[config.mk]
export PLATFORM = sky130hd
export DESIGN_NAME = packet_header_parser_flat
export DESIGN_NICKNAME = d
export VERILOG_FILES = /design/src/sv/php_pkg.sv /design/src/sv/php_if.sv /design/src/sv/php_capture.sv /design/src/sv/packet_header_parser.sv /design/src/flat_wrapper.sv
export SDC_FILE = /design/constraint.sdc
export NUM_CORES = 2
export LEC_CHECK = 0
export BUFFER_PORTS_ARGS = -buffer_cell sky130_fd_sc_hd__buf_4
export CAP_MARGIN = 20
export CORE_MARGIN = 2
export CORE_UTILIZATION = 45
export DETAILED_ROUTE_END_ITERATION = 16
export SLEW_MARGIN = 20
export SYNTH_ARGS = -nofsm -noshare
export SYNTH_HDL_FRONTEND = slang
export SYNTH_SLANG_ARGS = --single-unit
[constraint.sdc]
create_clock -name clk -period 50.2 [get_ports clk]
set_clock_uncertainty 0.15 [all_clocks]
set_input_delay 12.55 -clock clk [delete_from_list [all_inputs] [get_ports clk]]
set_output_delay 12.55 -clock clk [all_outputs]
set_load 0.1 [all_outputs]
[src/sv/php_pkg.sv]
// Shared types, codes and constants of the packet header parser.
package php_pkg;

  typedef enum logic [1:0] {
    NK_NONE = 2'd0,
    NK_IPV4 = 2'd1,
    NK_ARP  = 2'd2,
    NK_IPV6 = 2'd3
  } net_kind_t;

  typedef enum logic [2:0] {
    TK_NONE = 3'd0,
    TK_ICMP = 3'd1,
    TK_TCP  = 3'd2,
    TK_UDP  = 3'd3,
    TK_IGMP = 3'd4
  } transport_kind_t;

  typedef enum logic [2:0] {
    AK_NONE  = 3'd0,
    AK_HTTP  = 3'd1,
    AK_FTP   = 3'd2,
    AK_HTTPS = 3'd3,
    AK_DNS   = 3'd4
  } app_kind_t;

  // Ethernet types
  localparam logic [15:0] ETH_TYPE_IPV4 = 16'h0800;
  localparam logic [15:0] ETH_TYPE_ARP  = 16'h0806;
  localparam logic [15:0] ETH_TYPE_RARP = 16'h8035;
  localparam logic [15:0] ETH_TYPE_IPV6 = 16'h86DD;

  // Layer-4 protocol numbers
  localparam logic [7:0] PROTO_ICMP = 8'd1;
  localparam logic [7:0] PROTO_IGMP = 8'd2;
  localparam logic [7:0] PROTO_TCP  = 8'd6;
  localparam logic [7:0] PROTO_UDP  = 8'd17;

  // Well-known ports
  localparam logic [15:0] PORT_HTTP  = 16'd80;
  localparam logic [15:0] PORT_FTP   = 16'd21;
  localparam logic [15:0] PORT_HTTPS = 16'd443;
  localparam logic [15:0] PORT_DNS   = 16'd53;

  // Frame positions (byte offsets from the destination address)
  localparam int unsigned POS_W = 8;
  localparam logic [POS_W-1:0] POS_TYPE_HI    = 8'd12;
  localparam logic [POS_W-1:0] POS_TYPE_LO    = 8'd13;
  localparam logic [POS_W-1:0] POS_L3         = 8'd14;
  localparam logic [POS_W-1:0] POS_LIMIT      = 8'd128;
  localparam logic [POS_W-1:0] POS_V4_PROTO   = 8'd23;
  localparam logic [POS_W-1:0] POS_V4_SRC     = 8'd26;
  localparam logic [POS_W-1:0] POS_V4_DST     = 8'd30;
  localparam logic [POS_W-1:0] POS_V4_END     = 8'd34;
  localparam logic [POS_W-1:0] POS_V6_NEXT    = 8'd20;
  localparam logic [POS_W-1:0] POS_V6_SRC_HI  = 8'd22;
  localparam logic [POS_W-1:0] POS_V6_SRC_LO  = 8'd30;
  localparam logic [POS_W-1:0] POS_V6_DST_HI  = 8'd38;
  localparam logic [POS_W-1:0] POS_V6_DST_LO  = 8'd46;
  localparam logic [POS_W-1:0] POS_V6_END     = 8'd54;
  localparam logic [POS_W-1:0] POS_ARP_SPA    = 8'd28;
  localparam logic [POS_W-1:0] POS_ARP_SPA_END = 8'd32;
  localparam logic [POS_W-1:0] POS_ARP_TPA    = 8'd38;
  localparam logic [POS_W-1:0] POS_ARP_TPA_END = 8'd42;
  localparam logic [POS_W-1:0] POS_MAX        = 8'd255;

  localparam logic [6:0] L4_START_IPV6 = 7'd54;
  localparam logic [6:0] L4_START_IPV4 = 7'd14;

  // Offsets inside the layer-4 header
  localparam logic [POS_W-1:0] L4_DPORT = 8'd2;
  localparam logic [POS_W-1:0] L4_SEQ   = 8'd4;
  localparam logic [POS_W-1:0] L4_ACK   = 8'd8;
  localparam logic [POS_W-1:0] L4_ACK_END = 8'd12;
  localparam logic [POS_W-1:0] L4_FLAGS = 8'd13;
  localparam logic [POS_W-1:0] L4_LEN   = 8'd14;

  // TCP flag bits in the flags byte
  localparam int unsigned TCP_BIT_ACK = 4;
  localparam int unsigned TCP_BIT_SYN = 1;
  localparam int unsigned TCP_BIT_FIN = 0;

  // One byte handed to the capture unit
  typedef struct packed {
    logic       step;
    logic [7:0] data;
    logic       last;
  } php_beat_t;

  // Everything captured for one frame
  typedef struct packed {
    net_kind_t       net_kind;
    transport_kind_t transport_kind;
    logic [6:0]      l4_start;
    logic [7:0]      type_hi;
    logic [63:0]     src_hi;
    logic [63:0]     src_lo;
    logic [63:0]     dst_hi;
    logic [63:0]     dst_lo;
    logic [15:0]     src_port;
    logic [15:0]     dst_port;
    logic [31:0]     seq_num;
    logic [31:0]     ack_num;
    logic [2:0]      flags;
  } php_frame_t;

  function automatic transport_kind_t proto_to_kind(input logic [7:0] p);
    transport_kind_t k;
    case (p)
      PROTO_ICMP: k = TK_ICMP;
      PROTO_TCP:  k = TK_TCP;
      PROTO_UDP:  k = TK_UDP;
      PROTO_IGMP: k = TK_IGMP;
      default:    k = TK_NONE;
    endcase
    return k;
  endfunction

endpackage

[src/sv/php_if.sv]
// Valid/ready channel interfaces of the packet header parser.
interface php_in_if;
  logic       valid;
  logic       ready;
  logic [7:0] data_byte;
  logic       last_byte;

  modport source (output valid, data_byte, last_byte, input ready);
  modport sink   (input valid, data_byte, last_byte, output ready);
endinterface

interface php_out_if;
  logic        valid;
  logic        ready;
  logic [1:0]  net_kind;
  logic [2:0]  transport_kind;
  logic [2:0]  app_kind;
  logic [63:0] src_addr_hi;
  logic [63:0] src_addr_lo;
  logic [63:0] dst_addr_hi;
  logic [63:0] dst_addr_lo;
  logic [15:0] src_port;
  logic [15:0] dst_port;
  logic [31:0] seq_num;
  logic [31:0] ack_num;
  logic [2:0]  tcp_flags;

  modport source (output valid, net_kind, transport_kind, app_kind, src_addr_hi, src_addr_lo,
                  dst_addr_hi, dst_addr_lo, src_port, dst_port, seq_num, ack_num,
                  tcp_flags, input ready);
  modport sink   (input valid, net_kind, transport_kind, app_kind, src_addr_hi, src_addr_lo,
                  dst_addr_hi, dst_addr_lo, src_port, dst_port, seq_num, ack_num,
                  tcp_flags, output ready);
endinterface

[src/sv/php_capture.sv]
// Per-frame byte position and field capture registers of the header parser.
module php_capture
  import php_pkg::*;
(
  input  logic       clk,
  input  logic       rst_n,
  input  php_beat_t  beat,
  output php_frame_t frame_nxt
);

  logic [POS_W-1:0] pos_r;
  logic [POS_W-1:0] pos_nxt;
  php_frame_t       frame_r;
  logic [POS_W-1:0] l4_rel;
  logic             l4_hit;

  always_comb begin
    // Position zero starts a new frame: everything captured is dropped first.
    frame_nxt = (pos_r == '0) ? '0 : frame_r;
    l4_rel    = '0;
    l4_hit    = 1'b0;

    if (pos_r == POS_TYPE_HI) begin
      frame_nxt.type_hi = beat.data;
    end else if (pos_r == POS_TYPE_LO) begin
      case ({frame_nxt.type_hi, beat.data})
        ETH_TYPE_IPV4: frame_nxt.net_kind = NK_IPV4;
        ETH_TYPE_ARP,
        ETH_TYPE_RARP: frame_nxt.net_kind = NK_ARP;
        ETH_TYPE_IPV6: begin
          frame_nxt.net_kind = NK_IPV6;
          frame_nxt.l4_start = L4_START_IPV6;
        end
        default:       frame_nxt.net_kind = NK_NONE;
      endcase
    end else if (pos_r >= POS_L3 && pos_r < POS_LIMIT) begin
      case (frame_nxt.net_kind)
        NK_IPV4: begin
          if (pos_r == POS_L3) begin
            frame_nxt.l4_start = L4_START_IPV4 + {1'b0, beat.data[3:0], 2'b00};
          end
          if (pos_r == POS_V4_PROTO) begin
            frame_nxt.transport_kind = proto_to_kind(beat.data);
          end
          if (pos_r >= POS_V4_SRC && pos_r < POS_V4_DST) begin
            frame_nxt.src_lo = {frame_nxt.src_lo[55:0], beat.data};
          end
          if (pos_r >= POS_V4_DST && pos_r < POS_V4_END) begin
            frame_nxt.dst_lo = {frame_nxt.dst_lo[55:0], beat.data};
          end
        end
        NK_IPV6: begin
          if (pos_r == POS_V6_NEXT) begin
            frame_nxt.transport_kind = proto_to_kind(beat.data);
          end
          if (pos_r >= POS_V6_SRC_HI && pos_r < POS_V6_SRC_LO) begin
            frame_nxt.src_hi = {frame_nxt.src_hi[55:0], beat.data};
          end else if (pos_r >= POS_V6_SRC_LO && pos_r < POS_V6_DST_HI) begin
            frame_nxt.src_lo = {frame_nxt.src_lo[55:0], beat.data};
          end else if (pos_r >= POS_V6_DST_HI && pos_r < POS_V6_DST_LO) begin
            frame_nxt.dst_hi = {frame_nxt.dst_hi[55:0], beat.data};
          end else if (pos_r >= POS_V6_DST_LO && pos_r < POS_V6_END) begin
            frame_nxt.dst_lo = {frame_nxt.dst_lo[55:0], beat.data};
          end
        end
        NK_ARP: begin
          if (pos_r >= POS_ARP_SPA && pos_r < POS_ARP_SPA_END) begin
            frame_nxt.src_lo = {frame_nxt.src_lo[55:0], beat.data};
          end
          if (pos_r >= POS_ARP_TPA && pos_r < POS_ARP_TPA_END) begin
            frame_nxt.dst_lo = {frame_nxt.dst_lo[55:0], beat.data};
          end
        end
        default: ;
      endcase

      // The layer-4 window uses the start just computed, so a zero IHL
      // places byte 14 in both the IPv4 header and the layer-4 header.
      l4_rel = pos_r - {1'b0, frame_nxt.l4_start};
      l4_hit = (frame_nxt.net_kind == NK_IPV4 || frame_nxt.net_kind == NK_IPV6) &&
               (pos_r >= {1'b0, frame_nxt.l4_start}) && (l4_rel < L4_LEN);
      if (l4_hit) begin
        if (l4_rel < L4_DPORT) begin
          frame_nxt.src_port = {frame_nxt.src_port[7:0], beat.data};
        end else if (l4_rel < L4_SEQ) begin
          frame_nxt.dst_port = {frame_nxt.dst_port[7:0], beat.data};
        end else if (l4_rel < L4_ACK) begin
          frame_nxt.seq_num = {frame_nxt.seq_num[23:0], beat.data};
        end else if (l4_rel < L4_ACK_END) begin
          frame_nxt.ack_num = {frame_nxt.ack_num[23:0], beat.data};
        end else if (l4_rel == L4_FLAGS) begin
          frame_nxt.flags = {beat.data[TCP_BIT_ACK], beat.data[TCP_BIT_SYN],
                             beat.data[TCP_BIT_FIN]};
        end
      end
    end
  end

  // Every position from 128 on behaves the same, so the count saturates early.
  always_comb begin
    if (beat.last) begin
      pos_nxt = '0;
    end else if (pos_r != POS_MAX) begin
      pos_nxt = pos_r + 1'b1;
    end else begin
      pos_nxt = pos_r;
    end
  end

  always_ff @(posedge clk) begin
    if (!rst_n) begin
      pos_r   <= '0;
      frame_r <= '0;
    end else if (beat.step) begin
      pos_r   <= pos_nxt;
      frame_r <= frame_nxt;
    end
  end

endmodule

[src/sv/packet_header_parser.sv]
// Top level of the packet header parser: input register, capture unit and result register.
//
// The parser takes an Ethernet frame one byte per transfer on the input channel, starting
// at the destination address, with last_byte marking the final byte. It recognises IPv4,
// ARP and RARP (both reported as ARP) and IPv6 from the Ethernet type, finds the layer-4
// header from the IPv4 header length or at a fixed 40 bytes into an IPv6 header, and
// captures addresses, ports, TCP sequence and acknowledge numbers and the ACK, SYN and FIN
// flags. Exactly one summary transfer leaves on the output channel for each frame, built
// from the state after the last byte has been taken; frames that stop early report zero
// for every field they never reached. Each byte waits in the input register and is folded
// into the capture registers as it leaves, so the block sustains one byte per clock unless
// a last byte is held back. The summary is written into the result register at the edge at
// which the last byte leaves the input register, so it reaches the output channel through
// the input register and then the result register. Only a last byte waits for the result
// register, so a stalled output channel holds up the input just once a frame, and only
// until the previous summary has been taken.
module packet_header_parser
  import php_pkg::*;
(
  input logic   clk,
  input logic   rst_n,
  php_in_if.sink    in_chan,
  php_out_if.source out_chan
);

  typedef struct packed {
    net_kind_t       net_kind;
    transport_kind_t transport_kind;
    app_kind_t       app_kind;
    logic [63:0]     src_hi;
    logic [63:0]     src_lo;
    logic [63:0]     dst_hi;
    logic [63:0]     dst_lo;
    logic [15:0]     src_port;
    logic [15:0]     dst_port;
    logic [31:0]     seq_num;
    logic [31:0]     ack_num;
    logic [2:0]      flags;
  } php_result_t;

  // Input register stage
  logic        s1_valid_r;
  logic [7:0]  s1_byte_r;
  logic        s1_last_r;

  // Result register stage
  logic        out_valid_r;
  php_result_t result_r;
  php_result_t result_nxt;

  logic        out_free;
  logic        s1_fire;
  logic        in_fire;
  php_beat_t   beat;
  php_frame_t  frame_nxt;
  logic        is_tcp;
  logic        has_ports;

  // The result register can take a new summary when it is empty or is being drained.
  assign out_free = !out_valid_r || out_chan.ready;
  // Non-last bytes never wait; a last byte needs room for its summary.
  assign s1_fire  = s1_valid_r && (!s1_last_r || out_free);
  assign in_chan.ready = !s1_valid_r || s1_fire;
  assign in_fire  = in_chan.valid && in_chan.ready;

  always_ff @(posedge clk) begin
    if (!rst_n) begin
      s1_valid_r <= 1'b0;
    end else if (in_chan.ready) begin
      s1_valid_r <= in_chan.valid;
    end
  end

  always_ff @(posedge clk) begin
    if (in_fire) begin
      s1_byte_r <= in_chan.data_byte;
      s1_last_r <= in_chan.last_byte;
    end
  end

  assign beat = '{step: s1_fire, data: s1_byte_r, last: s1_last_r};

  php_capture u_capture (
    .clk       (clk),
    .rst_n     (rst_n),
    .beat      (beat),
    .frame_nxt (frame_nxt)
  );

  // Summary of the frame as it stands after the byte now leaving the input register.
  assign is_tcp    = (frame_nxt.transport_kind == TK_TCP);
  assign has_ports = is_tcp || (frame_nxt.transport_kind == TK_UDP);

  always_comb begin
    result_nxt.net_kind       = frame_nxt.net_kind;
    result_nxt.transport_kind = frame_nxt.transport_kind;
    result_nxt.src_hi         = frame_nxt.src_hi;
    result_nxt.src_lo         = frame_nxt.src_lo;
    result_nxt.dst_hi         = frame_nxt.dst_hi;
    result_nxt.dst_lo         = frame_nxt.dst_lo;
    result_nxt.src_port       = has_ports ? frame_nxt.src_port : '0;
    result_nxt.dst_port       = has_ports ? frame_nxt.dst_port : '0;
    result_nxt.seq_num        = is_tcp ? frame_nxt.seq_num : '0;
    result_nxt.ack_num        = is_tcp ? frame_nxt.ack_num : '0;
    result_nxt.flags          = is_tcp ? frame_nxt.flags : '0;

    // HTTP wins over FTP, and FTP over HTTPS, whichever side carries the port.
    result_nxt.app_kind = AK_NONE;
    case (frame_nxt.transport_kind)
      TK_TCP: begin
        if (frame_nxt.src_port == PORT_HTTP || frame_nxt.dst_port == PORT_HTTP) begin
          result_nxt.app_kind = AK_HTTP;
        end else if (frame_nxt.src_port == PORT_FTP || frame_nxt.dst_port == PORT_FTP) begin
          result_nxt.app_kind = AK_FTP;
        end else if (frame_nxt.src_port == PORT_HTTPS ||
                     frame_nxt.dst_port == PORT_HTTPS) begin
          result_nxt.app_kind = AK_HTTPS;
        end
      end
      TK_UDP: begin
        if (frame_nxt.src_port == PORT_DNS || frame_nxt.dst_port == PORT_DNS) begin
          result_nxt.app_kind = AK_DNS;
        end
      end
      default: result_nxt.app_kind = AK_NONE;
    endcase
  end

  always_ff @(posedge clk) begin
    if (!rst_n) begin
      out_valid_r <= 1'b0;
    end else if (s1_fire && s1_last_r) begin
      out_valid_r <= 1'b1;
    end else if (out_chan.ready) begin
      out_valid_r <= 1'b0;
    end
  end

  always_ff @(posedge clk) begin
    if (s1_fire && s1_last_r) begin
      result_r <= result_nxt;
    end
  end

  assign out_chan.valid          = out_valid_r;
  assign out_chan.net_kind       = result_r.net_kind;
  assign out_chan.transport_kind = result_r.transport_kind;
  assign out_chan.app_kind       = result_r.app_kind;
  assign out_chan.src_addr_hi    = result_r.src_hi;
  assign out_chan.src_addr_lo    = result_r.src_lo;
  assign out_chan.dst_addr_hi    = result_r.dst_hi;
  assign out_chan.dst_addr_lo    = result_r.dst_lo;
  assign out_chan.src_port       = result_r.src_port;
  assign out_chan.dst_port       = result_r.dst_port;
  assign out_chan.seq_num        = result_r.seq_num;
  assign out_chan.ack_num        = result_r.ack_num;
  assign out_chan.tcp_flags      = result_r.flags;

  // A summary only appears after a last byte has left the input register.
  a_summary_from_last: assert property (@(posedge clk) disable iff (!rst_n)
    $rose(out_valid_r) |-> $past(s1_fire && s1_last_r))
    else $error("summary raised without a last byte");

  // A last byte is never folded in while an untaken summary would be overwritten.
  a_no_overwrite: assert property (@(posedge clk) disable iff (!rst_n)
    (s1_fire && s1_last_r) |-> (!out_valid_r || out_chan.ready))
    else $error("summary overwritten before transfer");

  // TCP-only fields are zero for any other transport.
  a_tcp_only: assert property (@(posedge clk) disable iff (!rst_n)
    (out_valid_r && result_r.transport_kind != TK_TCP) |->
      (result_r.seq_num == '0 && result_r.ack_num == '0 && result_r.flags == '0))
    else $error("TCP fields set on a non-TCP summary");

  // Without a recognised network layer nothing is ever captured.
  a_no_net_no_addr: assert property (@(posedge clk) disable iff (!rst_n)
    (out_valid_r && result_r.net_kind == NK_NONE) |->
      (result_r.src_lo == '0 && result_r.dst_lo == '0 && result_r.transport_kind == TK_NONE))
    else $error("addresses captured without a network layer");

endmodule

[src/flat_wrapper.sv]
// flat-port wrapper written by rule: the top's interface ports become plain ports
module packet_header_parser_flat import php_pkg::*;
  (clk, rst_n, in_chan_valid, in_chan_data_byte, in_chan_last_byte, in_chan_ready, out_chan_valid, out_chan_net_kind, out_chan_transport_kind, out_chan_app_kind, out_chan_src_addr_hi, out_chan_src_addr_lo, out_chan_dst_addr_hi, out_chan_dst_addr_lo, out_chan_src_port, out_chan_dst_port, out_chan_seq_num, out_chan_ack_num, out_chan_tcp_flags, out_chan_ready);
  php_in_if in_chan_i ();
  php_out_if out_chan_i ();
  input logic clk;
  input logic rst_n;
  input wire logic [$bits(in_chan_i.valid)-1:0] in_chan_valid;
  input wire logic [$bits(in_chan_i.data_byte)-1:0] in_chan_data_byte;
  input wire logic [$bits(in_chan_i.last_byte)-1:0] in_chan_last_byte;
  output wire logic [$bits(in_chan_i.ready)-1:0] in_chan_ready;
  output wire logic [$bits(out_chan_i.valid)-1:0] out_chan_valid;
  output wire logic [$bits(out_chan_i.net_kind)-1:0] out_chan_net_kind;
  output wire logic [$bits(out_chan_i.transport_kind)-1:0] out_chan_transport_kind;
  output wire logic [$bits(out_chan_i.app_kind)-1:0] out_chan_app_kind;
  output wire logic [$bits(out_chan_i.src_addr_hi)-1:0] out_chan_src_addr_hi;
  output wire logic [$bits(out_chan_i.src_addr_lo)-1:0] out_chan_src_addr_lo;
  output wire logic [$bits(out_chan_i.dst_addr_hi)-1:0] out_chan_dst_addr_hi;
  output wire logic [$bits(out_chan_i.dst_addr_lo)-1:0] out_chan_dst_addr_lo;
  output wire logic [$bits(out_chan_i.src_port)-1:0] out_chan_src_port;
  output wire logic [$bits(out_chan_i.dst_port)-1:0] out_chan_dst_port;
  output wire logic [$bits(out_chan_i.seq_num)-1:0] out_chan_seq_num;
  output wire logic [$bits(out_chan_i.ack_num)-1:0] out_chan_ack_num;
  output wire logic [$bits(out_chan_i.tcp_flags)-1:0] out_chan_tcp_flags;
  input wire logic [$bits(out_chan_i.ready)-1:0] out_chan_ready;
  assign in_chan_i.valid = in_chan_valid;
  assign in_chan_i.data_byte = in_chan_data_byte;
  assign in_chan_i.last_byte = in_chan_last_byte;
  assign in_chan_ready = in_chan_i.ready;
  assign out_chan_valid = out_chan_i.valid;
  assign out_chan_net_kind = out_chan_i.net_kind;
  assign out_chan_transport_kind = out_chan_i.transport_kind;
  assign out_chan_app_kind = out_chan_i.app_kind;
  assign out_chan_src_addr_hi = out_chan_i.src_addr_hi;
  assign out_chan_src_addr_lo = out_chan_i.src_addr_lo;
  assign out_chan_dst_addr_hi = out_chan_i.dst_addr_hi;
  assign out_chan_dst_addr_lo = out_chan_i.dst_addr_lo;
  assign out_chan_src_port = out_chan_i.src_port;
  assign out_chan_dst_port = out_chan_i.dst_port;
  assign out_chan_seq_num = out_chan_i.seq_num;
  assign out_chan_ack_num = out_chan_i.ack_num;
  assign out_chan_tcp_flags = out_chan_i.tcp_flags;
  assign out_chan_i.ready = out_chan_ready;
  packet_header_parser u_core (.clk(clk), .rst_n(rst_n), .in_chan(in_chan_i), .out_chan(out_chan_i));
endmodule
==> implementation parameters <==
Parameter                              Value

Timing
  Relative slew slack ... between 20% and 30%
  Minimum clock period ... 26030 ps
  Share of the cycle needed by the critical path after routing ... 51.9%
  Final Setup Violations ... 0
  Final Hold Slack ... 304 ps
  TNS Setup ... 0 ps
  Actual slew at the worst max-slew pin ... 1160 ps
  RSZ-0062 raised after global routing ... false
  Setup slack after layout ... 24170 ps
  Max Clk Rate ... 0.0384 GHz
  Count of final max-slew check failures ... 0
  Total count of hold-check failures in the final report ... 0

Synthesis
  Share of flip-flops with an asynchronous set or reset after synthesis ... 0%
  Adder and majority cell fraction of the synthesized area ... 0.556%
  Dominant combinational cell family by area after synthesis ... simple AND/OR/NAND/NOR gates
  Cell types occupying the most area after synthesis ... sky130_fd_sc_hd__edfxtp_1 (35%), sky130_fd_sc_hd__dfxtp_1 (24%), sky130_fd_sc_hd__nand2_1 (11%)
  Share of synthesized area spent on multiplexers ... 2.30%
  Dominant synthesized flop cell ... sky130_fd_sc_hd__dfxtp_1
  Synthesis-stage register bit count ... 757
  Cell area after synthesis ... 31500 um2
  Area fraction of the dominant cell type after synthesis ... 35.4%
  Synth Net Count ... ~3400
  Share of synthesized cell area in and, or, nand and nor gates ... 19.7%
  Share of the synthesized netlist area taken by xor and xnor gates ... less than 1%
  Avg Synthesized Cell Area ... ~9.3 um2
  Number of enable-type register cells in the synthesized netlist ... roughly 370
  Top cell type by total area after synthesis ... sky130_fd_sc_hd__edfxtp_1
  Yosys warnings ... 0
  Post-synthesis sequential area ratio ... 59.9%
  Compound-gate portion of the synthesized area ... 13.6%
  Gate Count Post-Synth ... 3380
  Number of different library cells in the post-synthesis netlist ... ~70

Detailed routing
  DRC violation count after routing ... 0
  Final routed wirelength across all metal layers ... 91600 um
  Met3 wire length ... 6090 um
  Vias per cell ... 5.65
  Length of routed wiring on met1 ... 39300 um
  Highest metal used ... met5
  Number of antenna-violating nets in the routed design ... 0
  Total length of routed met2 wires ... 43300 um
  Average wire per cell in the routed design ... 19.8 um
  Overall via count from detail_route ... approximately 26000
  Drt first pass iters ... 6
  1st-iter DRT viols ... ~2700

Clock tree
  TritonCTS clock tree ... done
  CTS resizes ... 0
  Total setup buffers inserted after CTS ... 0
  Total number of H-tree levels ... 3
  Bufs on Longest Clock Path ... 3
  Number of sinks on the clock net ... 757
  Total CTS buffers ... 80
  Number of hold buffers added after CTS ... 0
  Root buffer cell ... sky130_fd_sc_hd__clkbuf_16
  Clock-pin slew reported for the worst setup and hold paths after clock tree synthesis ... 50 ps
  Clk_lat worst skew ... slightly above 600 ps

Global route
  All-layer global routing usage ... between 20 and 25%
  Number of antenna violations at the first check in global routing ... 3
  Global-route wire length before repair ... 139000 um
  Number of global-route vias before repair ... 24300
  Largest net degree at the start of global routing ... 176
  Remaining Overflow, GRT ... 0

Power
  Net Switching ... 0.000309 W
  Leakage dissipation ... 12.7 nW
  Sequential cell fraction of total power ... 50.5%
  Switching share of power ... 23.8%
  Internal power contribution ... 0.000990 W
  Logic gate share of total power ... 5.7%
  Part of the power in the clock network ... 43.8%
  Worst vdd ir ... 21.9 uV
  Total power per unit cell area ... 34.7 nW/um2

Critical path
  Crit path largest cell delay ... 260 ps
  Flop-to-flop setup slack ... roughly 44000 ps
  Logic depth of the worst register-to-register path ... 17
  Crit-path most repeated cell ... sky130_fd_sc_hd__buf_4
  Worst flop-to-flop path endpoint ... u_core.u_capture.frame_r[14]$_SDFFE_PN0P_
  Crit. End Element ... primary output
  Slowest cell on crit path ... sky130_fd_sc_hd__buf_4
  Critical path required time ... 37500 ps
  Crit path kind ... input pin to primary output
  Data arrival time of the critical path ... 13330 ps
  Launching point of the worst reg2reg path ... u_core.u_capture.pos_r[1]$_SDFFE_PN0P_
  Kind of start point of the critical path ... input pin
  Crit path max-delay family ... simple AND/OR/NAND/NOR gates
  Count of buffering cells on the critical path with inverters included ... 2
  List of cells traversed by the critical path ... buf_4, nor2b_1, nand3_1, buf_4
  Worst Path Max Fanout ... 4

Floorplanning
  Die area ... roughly 72000 um2
  Std cell rows ... 97
  Die height ... roughly 270 um
  Number of I/O pins ... 378
  Core Region ... 69700 um2
  Die span in x ... 269 um
  Starting density of the core ... 45.3%

Final layout
  Share of final-layout standard cells stronger than drive strength 1 ... 15.6%
  Fill cell count ... 6253
  Antenna diode count ... 0
  Total non-filler cell area in the finished layout ... 37400 um2
  Layout Nets ... 3639
  Final cell utilization of the core ... 53.7%
  Area growth from synthesis to final layout ... 18.8%

Worst hold path
  Startpoint of the worst hold path ... u_core.u_capture.frame_r[351]$_SDFFE_PN0P_
  Worst min-delay path category ... flop to flop
  Hold Path End ... u_core.u_capture.frame_r[351]$_SDFFE_PN0P_
  Hold Path Cell Cnt ... 2

Placed design
  Cell Area, Placed ... 34900 um2
  Final weighted congestion of routability-driven global placement ... 0.851
  PortBufs ... 377
  HPWL after detailed placement ... 55100 um
  Post-place setup slack ... 24160 ps

Job
  Number of max-capacitance violations reported ... 0

Outcome
  Result of the run ... finished, final reports clean
-- synth_stat cells (14+ instances only) --
cell,n
sky130_fd_sc_hd__nor2_1,323
sky130_fd_sc_hd__nor3_1,60
sky130_fd_sc_hd__inv_1,18
sky130_fd_sc_hd__dfxtp_1,385
sky130_fd_sc_hd__buf_1,38
sky130_fd_sc_hd__a31oi_1,17
sky130_fd_sc_hd__ha_1,14
sky130_fd_sc_hd__mux2i_1,68
sky130_fd_sc_hd__buf_2,16
sky130_fd_sc_hd__nand3_1,66
sky130_fd_sc_hd__and3_1,35
sky130_fd_sc_hd__a22oi_1,147
sky130_fd_sc_hd__o22ai_1,27
sky130_fd_sc_hd__edfxtp_1,372
sky130_fd_sc_hd__a21oi_1,469
sky130_fd_sc_hd__nor4_1,14
sky130_fd_sc_hd__nand2_1,914
sky130_fd_sc_hd__o21ai_0,32
sky130_fd_sc_hd__clkbuf_1,209
-- worst min-delay path, stage by stage, from the launching register on --
cell,delay (ps)
sky130_fd_sc_hd__dfxtp_1,300
sky130_fd_sc_hd__nand2_1,50
sky130_fd_sc_hd__a21oi_1,50
-- layer usage --
layer  track usage, %  vias up
met4             8.65        4
met3             4.46      170
li1                 -    12200
met1             33.7    12700
met5                0        -
met2             38.6      947
-- cells by family after synthesis --
| logic type | after synthesis |
|---|---|
| buffers and inverters | 290 |
| xor gates and xnor gates | 11 |
| muxes | 72 |
| adders and majority gates | 14 |
| DFF | 757 |
| and+or+nand+nor | 1494 |
| AOI/OAI and AO/OA | 742 |
-- how the worst max path moves through the flow --
stage              startpoint                                       end  slack, ps  depth (start not counted)
6_report       out_chan_ready                             in_chan_ready      24170                          4
5_1_grt        out_chan_ready                             in_chan_ready      24100                          4
4_1_cts        out_chan_ready                             in_chan_ready      24150                          4
3_5_place_dp   out_chan_ready                             in_chan_ready      24160                          4
3_3_place_gp   out_chan_ready                             in_chan_ready      24170                          4
2_1_floorplan  out_chan_ready  u_core.out_chan.ack_num[0]$_SDFFCE_PP0P_      20920                          5
-- final cells by class --
type / instances / area [um2] / area share [%]
sequential: 757 / 18900 / 50.4
multi-input combinational: 2333 / 11600 / 31.0
timing repair buffer: 421 / 3190 / 8.51
clock buffer: 111 / 2230 / 5.96
tap: 940 / 1180 / 3.14
clock inverter: 34 / 274 / 0.732
inverter: 19 / 78.8 / 0.211
-- flip-flops by register name (all words and copies together), names as in the netlist, 32 cells and up --
name	cells
u_core.out_chan.src_addr_hi	64
u_core.out_chan.dst_addr_hi	64
u_core.out_chan.seq_num	32
u_core.u_capture.frame_r	375
u_core.out_chan.ack_num	32
u_core.out_chan.src_addr_lo	64
u_core.out_chan.dst_addr_lo	64
-- metrics by stage --
step                std cells  power (W)
floorplan                3380   0.000727
global placement         4468   0.000742
detailed placement       4468   0.000743
CTS                      4613    0.00131
global route             4615    0.00134
finish                   4615    0.00130
-- power groups by stage --
stage	clock network, W	logic (W)	registers, W
5_1_grt	0.000608	0.0000771	0.000657
4_1_cts	0.000583	0.0000736	0.000656
6_report	0.000569	0.0000734	0.000657
3_3_place_gp	0	0.0000728	0.000670
2_1_floorplan	0	0.0000280	0.000699
3_5_place_dp	0	0.0000736	0.000670
-- placed cells by master (no fill, tap or decap), types with 9 or more instances in the layout --
cell type | netlist | layout
sky130_fd_sc_hd__a21oi_1 | 469 | 469
sky130_fd_sc_hd__a22oi_1 | 147 | 147
sky130_fd_sc_hd__a31oi_1 | 17 | 15
sky130_fd_sc_hd__and3_1 | 35 | 32
sky130_fd_sc_hd__buf_4 | 5 | 418
sky130_fd_sc_hd__clkbuf_1 | 209 | 22
sky130_fd_sc_hd__clkbuf_16 | 0 | 82
sky130_fd_sc_hd__clkinv_2 | 0 | 18
sky130_fd_sc_hd__dfxtp_1 | 385 | 385
sky130_fd_sc_hd__edfxtp_1 | 372 | 372
sky130_fd_sc_hd__ha_1 | 14 | 14
sky130_fd_sc_hd__inv_1 | 18 | 18
sky130_fd_sc_hd__mux2i_1 | 68 | 68
sky130_fd_sc_hd__nand2_1 | 914 | 911
sky130_fd_sc_hd__nand3_1 | 66 | 65
sky130_fd_sc_hd__nand3b_1 | 13 | 13
sky130_fd_sc_hd__nor2_1 | 323 | 320
sky130_fd_sc_hd__nor3_1 | 60 | 60
sky130_fd_sc_hd__nor4_1 | 14 | 14
sky130_fd_sc_hd__o211ai_1 | 9 | 9
sky130_fd_sc_hd__o21ai_0 | 32 | 32
sky130_fd_sc_hd__o22ai_1 | 27 | 26
Power figures use the tool's default switching activity.
